### src/design/refcounted_page_frame_allocator_macros.svh
// ----------------------------------------------------------------------------
// Page frame allocator assertion macros
// Shared concurrent assertion forms; expect clk and rst_n in the using scope.
// ----------------------------------------------------------------------------
`ifndef REFCOUNTED_PAGE_FRAME_ALLOCATOR_MACROS_SVH
`define REFCOUNTED_PAGE_FRAME_ALLOCATOR_MACROS_SVH

// consequent holds in the same cycle as the antecedent
`define RPFA_ASSERT_SAME(label, ante, cons, msg) \
  label: assert property (@(posedge clk) disable iff (!rst_n) (ante) |-> (cons)) \
    else $error(msg);

// consequent holds in the cycle after the antecedent
`define RPFA_ASSERT_NEXT(label, ante, cons, msg) \
  label: assert property (@(posedge clk) disable iff (!rst_n) (ante) |=> (cons)) \
    else $error(msg);

`endif

### src/design/rpfa_pkg.sv
// ----------------------------------------------------------------------------
// Page frame allocator package
// Field widths, request and status codes, and controller/datapath bundles.
// ----------------------------------------------------------------------------
`default_nettype none

package rpfa_pkg;

  // default sizing
  localparam int NUM_PAGES_DEF = 65536;
  localparam int REF_BITS_DEF  = 8;

  // fixed field widths
  localparam int REQ_W    = 3;
  localparam int PAGE_W   = 16;
  localparam int STATUS_W = 3;
  localparam int CNT_W    = 8;
  localparam int FREE_W   = 17;

  // request codes
  localparam logic [REQ_W-1:0] REQ_DONATE = 3'd0;
  localparam logic [REQ_W-1:0] REQ_FREE   = 3'd1;
  localparam logic [REQ_W-1:0] REQ_ALLOC  = 3'd2;
  localparam logic [REQ_W-1:0] REQ_RAISE  = 3'd3;
  localparam logic [REQ_W-1:0] REQ_LOWER  = 3'd4;
  localparam logic [REQ_W-1:0] REQ_READ   = 3'd5;

  // status codes
  localparam logic [STATUS_W-1:0] ST_OK    = 3'd0;
  localparam logic [STATUS_W-1:0] ST_EMPTY = 3'd1;
  localparam logic [STATUS_W-1:0] ST_BAD   = 3'd2;
  localparam logic [STATUS_W-1:0] ST_ZERO  = 3'd3;
  localparam logic [STATUS_W-1:0] ST_INUSE = 3'd4;
  localparam logic [STATUS_W-1:0] ST_OVF   = 3'd5;
  localparam logic [STATUS_W-1:0] ST_FULL  = 3'd6;

  // controller to datapath commands
  typedef struct packed {
    logic accept;    // latch request, issue first memory reads
    logic clear;     // write one zero count during the reset sweep
    logic top_read;  // read the count of the page on top of the stack
    logic execute;   // update memories and register the result
  } cmd_t;

  // datapath to controller status
  typedef struct packed {
    logic clear_last;   // sweep is at the last count entry
    logic stack_empty;  // no page on the free stack
  } sts_t;

endpackage

`default_nettype wire

### src/design/rpfa_ctrl.sv
// ----------------------------------------------------------------------------
// Page frame allocator controller
// Sequences the reset sweep and the read / execute steps of each request.
// ----------------------------------------------------------------------------
`default_nettype none

`include "refcounted_page_frame_allocator_macros.svh"

module rpfa_ctrl (
  input  wire logic                       clk,
  input  wire logic                       rst_n,
  input  wire logic                       start,
  input  wire logic [rpfa_pkg::REQ_W-1:0] in_req_type,
  input  wire rpfa_pkg::sts_t             sts,
  output logic                            busy,
  output rpfa_pkg::cmd_t                  cmd
);

  typedef enum logic [1:0] {
    S_IDLE,
    S_CLR,
    S_TOP,
    S_EXEC
  } state_t;

  state_t state_r;
  logic   busy_r;

  // state and registered busy
  always_ff @(posedge clk) begin
    if (!rst_n) begin
      state_r <= S_CLR;
      busy_r  <= 1'b1;
    end else begin
      case (state_r)
        S_CLR: begin
          if (sts.clear_last) begin
            state_r <= S_IDLE;
            busy_r  <= 1'b0;
          end
        end
        S_IDLE: begin
          if (start) begin
            busy_r <= 1'b1;
            if (in_req_type == rpfa_pkg::REQ_ALLOC && !sts.stack_empty) begin
              state_r <= S_TOP;
            end else begin
              state_r <= S_EXEC;
            end
          end
        end
        S_TOP: begin
          state_r <= S_EXEC;
        end
        S_EXEC: begin
          state_r <= S_IDLE;
          busy_r  <= 1'b0;
        end
        default: begin
          state_r <= S_IDLE;
          busy_r  <= 1'b0;
        end
      endcase
    end
  end

  // commands
  assign busy         = busy_r;
  assign cmd.accept   = start && !busy_r;
  assign cmd.clear    = (state_r == S_CLR);
  assign cmd.top_read = (state_r == S_TOP);
  assign cmd.execute  = (state_r == S_EXEC);

  // checks
  `RPFA_ASSERT_NEXT(a_exec_releases, cmd.execute, !busy_r, "busy held after execute")
  `RPFA_ASSERT_SAME(a_top_after_accept, cmd.top_read, $past(cmd.accept), "top read without accept")
  `RPFA_ASSERT_NEXT(a_accept_busy, cmd.accept, busy_r && !cmd.accept, "accept not followed by busy")

endmodule

`default_nettype wire

### config.mk
export PLATFORM = sky130hd
export DESIGN_NAME = rpfa_ctrl
export DESIGN_NICKNAME = d
export VERILOG_FILES = /design/src/design/rpfa_pkg.sv /design/src/design/rpfa_ctrl.sv
export VERILOG_INCLUDE_DIRS = /design/src /design/src/design
export SDC_FILE = /design/constraint.sdc
export NUM_CORES = 1
export LEC_CHECK = 0
export BUFFER_PORTS_ARGS = -buffer_cell sky130_fd_sc_hd__buf_2
export CAP_MARGIN = 20
export CORE_AREA = 10 10 47 49
export CTS_BUF_LIST = sky130_fd_sc_hd__clkbuf_8
export DETAILED_ROUTE_END_ITERATION = 7
export DIE_AREA = 0 0 57 59
export PLACE_DENSITY = 0.39
export SKIP_CTS_REPAIR_TIMING = 1
export SYNTH_ARGS = -nofsm -noshare
export SYNTH_HDL_FRONTEND = slang
export SYNTH_SLANG_ARGS = --single-unit
### constraint.sdc
create_clock -name clk -period 1.8 [get_ports clk]
set_input_delay 0.18 -clock clk [delete_from_list [all_inputs] [get_ports clk]]
set_output_delay 0.18 -clock clk [all_outputs]
set_load 0.1 [all_outputs]
==> results of run 1 <==
cells in the final DEF, fill, tap and decap left out:
cell / synthesis / routed
nor2_1: 5 / 4
nor3_2: 1 / 1
and4b_1: 1 / 1
dfxtp_1: 3 / 3
and2_2: 1 / 1
inv_1: 1 / 2
nor2_2: 0 / 1
a21oi_1: 1 / 1
nor2b_2: 0 / 2
nand2b_4: 1 / 1
nand2_1: 2 / 2
o211ai_1: 1 / 1
o32ai_1: 1 / 1
buf_2: 0 / 12
clkbuf_8: 0 / 3
power groups by stage:
stage	Sequential, mW	Combinational [mW]	Clock, mW
3_3_place_gp	0.0819	0.0984	0
2_1_floorplan	0.0968	0.0615	0
4_1_cts	0.0806	0.0981	0.197
6_report	0.0806	0.0975	0.190
3_5_place_dp	0.0814	0.0977	0
5_1_grt	0.0819	0.103	0.206
cells in the mapped netlist:
master and count:
a21oi_1 1, and2_2 1, and4b_1 1, dfxtp_1 3
inv_1 1, nand2_1 2, nand2b_4 1, nor2_1 5
nor2b_1 2, nor3_2 1, o211ai_1 1, o32ai_1 1
registers in the layout, summed over array words and instances, names as in the netlist:
signal,cells
busy,1
state_r,2
worst register-to-register path, cell delays in order, from the launching register on:
cell and delay [ns]:
dfxtp_1 0.41, nand2b_4 0.17, and4b_1 0.19, nor2_1 0.09
final cells by class:
class	instances	area [um2]
Clock inverter	1	3.75
Clock buffer	3	41.3
Timing Repair Buffer	12	60.1
Inverter	1	3.75
Multi-Input combinational cell	16	109
Tap cell	16	20.0
Fill cell	162	1100
Sequential cell	3	60.1
per-layer routing:
metal	track usage [%]	vias up	share of wire (%)
met5	0	-	0
met4	4.03	0	1.9
met3	5.58	2	25
met2	3.72	13	34
met1	2.97	74	38
li1	-	100	-
per-stage QoR:
| stage | util (%) | setup WS (ns) | area [um2] | power [mW] | hold slack [ns] |
|---|---|---|---|---|---|
| 6_report | 21.3 | 0.386 | 298 | 0.368 | 0.214 |
| 5_1_grt | 21.3 | 0.295 | 298 | 0.390 | 0.220 |
| 2_1_floorplan | - | 0.00621 | 173 | 0.158 | 0.269 |
| 4_1_cts | 21.3 | 0.373 | 298 | 0.376 | 0.210 |
| 3_3_place_gp | 18.0 | 0.607 | 253 | 0.180 | 0.437 |
| 3_5_place_dp | 18.0 | 0.603 | 253 | 0.179 | 0.433 |
logic make-up after synthesis:
kind of cell | count (synthesis) | share of synthesized area [%]
AOI/OAI and AO/OA | 3 | 12.9
DFF | 3 | 36.4
buffers and inverters | 1 | 2.27
and+or+nand+nor | 13 | 48.5
how the worst min path moves through the flow:
stage / startpoint / endpoint / slack, ns / cells past startpoint
CTS: rst_n / busy / 0.21 / 2
detailed placement: rst_n / busy / 0.43 / 2
global route: rst_n / busy / 0.22 / 2
floorplan: rst_n / busy / 0.27 / 1
finish: rst_n / busy / 0.21 / 2
global placement: rst_n / busy / 0.44 / 2
==> run summary, run 1 <==
Yosys warnings -> 0
Worst reg2reg endpoint -> state_r[0]
RD Place Congestion -> 0.617
Core ar. -> 1400 um2
Setup TNS -> 0 ns
Tcrit/Tclk final -> 78.6%
Post-layout nets -> 45
Die Wd -> 57 um
ANT cells -> 0
Internal power contribution -> 0.241 mW
Layout area overhead -> 80.3%
Max Fclk -> 0.707 GHz
Initial antenna violation count -> 0
WL final -> 534 um
Buffers & Inverters on Critical Path -> 2
Final min period -> 1.41 ns
Setup Skew -> 0.00195 ns
Mapped Cells -> 20
Max_cap viols -> 0
Overflow after GRT -> 0
Sw Share -> 34.5%
Largest net degree at the start of global routing -> 7
Status -> finished, final reports clean
Worst-Margin Slew -> 0.489 ns
Delay-heaviest family, CP -> buffers and inverters
Crit path max fanout -> 6
Worst skew pair latency -> 0.22 ns
R2r startpoint -> state_r[0]
Average instance area after synthesis -> 8.26 um2
Finish-stage setup viols -> 0
Die ar. -> 3360 um2
Max H-tree Level -> 1
Vias in the first global route -> 208
Distinct cells, synth -> 12
CP Capture Type -> output port
Worst Setup SP -> state_r[1]
Die H -> 59 um
Initial Utilization -> 11.8%
Hold WC Path Type -> primary input to flip-flop
First-pass DRT Iterations -> 4
Final Hold Viols -> 0
CTS Buf Count -> 3
DRT antenna net count -> 0
Peak VDD IR -> 0.373 mV
Slew headroom -> 67.6%
Area contributors post-synth -> dfxtp_1, nor2_1, nand2b_4
Synth Register Bits -> 3
CTS tree -> yes
Leak pwr -> 0.151 nW
Vias -> 189
Synth top area share -> 36.4%
Clock share of power -> 51.6%
Seq pwr share -> 21.9%
Gr usage total -> 3.76%
Final Max Tran Viols -> 0
Row cnt -> 14
Boundary Pins -> 13
Maximum clock insertion buffer count -> 2
Layout cells sized above 1 -> 58.3%
Switch Pwr -> 0.127 mW
Netlist Area Pre-Place -> 165 um2
Crit path cell chain -> inv_1 -> nor2_2 -> buf_2
Placed Cells -> 48
R2R setup slack -> 0.87 ns
DRC viols -> 0
Final non-filler cell total -> 52
Routed WL per cell -> 10.3 um
Critical path data required time -> 1.62 ns
Crit path depth -> 3
Routed vias/inst -> 3.63
Worst path arrival time -> 1.23 ns
Synth area leader -> dfxtp_1
Port Buf Inserts -> 12
Setup CP Type -> flip-flop to output port
Seq/Total Area, Yosys -> 36.4%
CTS root buf -> clkbuf_8
Reg clk slew, reported paths -> 0.03 ns
RSZ-0062 raised after global routing -> false
First-pass GRT wire length -> 883 um
Logic pwr share -> 26.5%
CP Launch Type -> flip-flop
Delay of the slowest critical-path stage -> 0.42 ns
Slowest-stage cell, CP -> buf_2
R2R depth -> 3
End of the critical path -> cmd[1]
Mapped Nets -> 28
Drt initial violations -> 7
Sink Count -> 3
P per Cell Area -> 1240 nW/um2
(Power assumes the default switching activity.)
==> run 2, diff against run 1 <==
--- a/config.mk
+++ b/config.mk
@@ -12,7 +12,7 @@
 export CTS_BUF_LIST = sky130_fd_sc_hd__clkbuf_8
 export DETAILED_ROUTE_END_ITERATION = 7
 export DIE_AREA = 0 0 57 59
-export PLACE_DENSITY = 0.39
+export PLACE_DENSITY = 0.4
 export SKIP_CTS_REPAIR_TIMING = 1
 export SYNTH_ARGS = -nofsm -noshare
 export SYNTH_HDL_FRONTEND = slang
==> constraint.sdc (replaced) <==
create_clock -name clk -period 1.2 [get_ports clk]
set_input_delay 0.12 -clock clk [delete_from_list [all_inputs] [get_ports clk]]
set_output_delay 0.12 -clock clk [all_outputs]
set_load 0.1 [all_outputs]
==> run 2 against run 1 <==
Cell count unchanged. Total power increased by 62%. Wire length decreased by 4.7%. Global-route usage decreased by 0.61 points. Core utilization is 6.0 points higher. Worst hold slack got worse by 0.059 ns. Clock-buffer cell count did not move. Largest cell class is now buffers.
==> run summary, run 2 (synthesis results as in run 1) <==
R2r startpoint -> state_r[0]
Commonest non-fill, non-tap cell in the layout -> buf_2
Final Hold Viols -> 0 (unchanged)
CTS root buf -> clkbuf_8
Vias -> 181 (-4.2%)
First-pass GRT wire length -> 779 um (-12%)
Delay-heaviest family, CP -> flip-flops
Max Fclk -> 0.922 GHz
Final Max Tran Viols -> 0 (unchanged)
Vias in the first global route -> 190 (-8.7%)
Die H -> 59 um (unchanged)
Final min period -> 1.08 ns
Layout cells sized above 1 -> 66.7% (+8.3 points)
Initial Utilization -> 11.8% (unchanged)
Routed vias/inst -> 3.48 (-4.2%)
RSZ-0062 raised after global routing -> false
Initial antenna violation count -> 0 (unchanged)
Setup CP Type -> flip-flop to output port
CTS Buf Count -> 3 (unchanged)
CP Launch Type -> flip-flop
Max_cap viols -> 0 (unchanged)
Overflow after GRT -> 0 (unchanged)
R2R setup slack -> 0.32 ns (-0.55 ns)
Delay of the slowest critical-path stage -> 0.36 ns (-0.06 ns)
Layout fillers -> 150 (-7.4%)
CTS tree -> yes
Leak pwr -> 0.177 nW (+17%)
Slowest-stage cell, CP -> dfxtp_2
CP Capture Type -> output port
Worst path arrival time -> 0.96 ns (-0.27 ns)
First-pass DRT Iterations -> 2 (-2)
Die ar. -> 3360 um2 (unchanged)
Routed WL per cell -> 9.79 um (-4.7%)
DRC viols -> 0 (unchanged)
Largest net degree at the start of global routing -> 7 (unchanged)
Worst reg2reg endpoint -> state_r[0]
Layout area overhead -> 131%
Setup Skew -> 0.000816 ns (-0.00113 ns)
Port Buf Inserts -> 12 (unchanged)
Reg with most FFs -> state_r
R2R depth -> 3 (unchanged)
Register area -> 63.8 um2 (+6.2%)
Sink Count -> 3 (unchanged)
Finish-stage setup viols -> 0 (unchanged)
Reg clk slew, reported paths -> 0.03 ns (about the same)
Crit path cell chain -> inv_1 -> nor2_2 -> buf_12
DRT antenna net count -> 0 (unchanged)
Buffers & Inverters on Critical Path -> 2 (unchanged)
Max H-tree Level -> 1 (unchanged)
RD Place Congestion -> 0.747 (+21%)
Core ar. -> 1400 um2 (unchanged)
Gr usage total -> 3.15% (-0.61 points)
Most frequent cells in the layout -> buf_2, buf_12, nor2_1, dfxtp_2, clkbuf_8
Worst Setup SP -> state_r[1]
Worst-Margin Slew -> 0.217 ns (-0.272 ns)
Hold WC Path Type -> primary input to flip-flop
Critical path data required time -> 1.08 ns (-0.54 ns)
Die Wd -> 57 um (unchanged)
Max FFs per register -> 2 (unchanged)
Setup TNS -> 0 ns (unchanged)
Worst hold stages -> 2 (unchanged)
Area of the multi-input gates -> 114 um2 (+4.6%)
Boundary Pins -> 13 (unchanged)
WL final -> 509 um (-4.7%)
Total power draw -> 0.595 mW (+62%)
Crit path max fanout -> 6 (unchanged)
Tcrit/Tclk final -> 90.4%
P per Cell Area -> 1560 nW/um2 (+26%)
Post-layout util -> 27.2% (+6.0 points)
Peak VDD IR -> 0.609 mV (+63%)
ANT cells -> 0 (unchanged)
Post-layout nets -> 45 (unchanged)
Crit path depth -> 3 (unchanged)
Status -> finished, final reports clean
Worst skew pair latency -> 0.21 ns (about the same)
End of the critical path -> cmd[1]
Slew headroom -> 85.5% (+18 points)
Drt initial violations -> 1 (-6)
Maximum clock insertion buffer count -> 2 (unchanged)
Row cnt -> 14 (unchanged)
[run 2: cell counts in the layout (fill, tap and decap cells not counted)]
Identical to the previous run, type by type.
[run 2: routing by layer]
layer,vias up,global-route usage (%),share of wire [%]
met3,0,2.36,13
met1,72,3.21,45
met5,-,0,0
li1,100,-,-
met2,9,3.57,42
met4,0,4.03,0
[run 2: worst min path at each step]
stage	from	end
floorplan	rst_n	busy
global placement	rst_n	busy
detailed placement	rst_n	busy
CTS	rst_n	busy
global route	rst_n	busy
finish	rst_n	busy
[run 2: report_power, final]
part	switching (mW)	internal (mW)
sequential	0.0141	0.111
clock	0.0616	0.217
combinational	0.117	0.0733
[run 2: final cells by class]
cell class | count | share of cell area, %
tap | 16 | 5.25
clock buffer | 3 | 10.8
sequential | 3 | 16.7
clock inverter | 1 | 0.984
timing repair buffer | 12 | 35.4
multi-input combinational | 16 | 29.8
inverter | 1 | 0.984
[run 2: worst reg2reg max path, cell delays in order (launching register included)]
cell,delay (ns)
dfxtp_2,0.33
nand2b_4,0.14
and4b_1,0.24
nor2_1,0.05
[run 2: per-stage QoR]
step | setup WS, ns | hold WS, ns | std cells | instance area, um2
floorplan | -0.173 | 0.209 | 20 | 179
global placement | 0.236 | 0.371 | 48 | 334
detailed placement | 0.260 | 0.371 | 48 | 334
CTS | 0.0309 | 0.151 | 52 | 379
global route | 0.0587 | 0.160 | 52 | 382
finish | 0.115 | 0.156 | 52 | 382
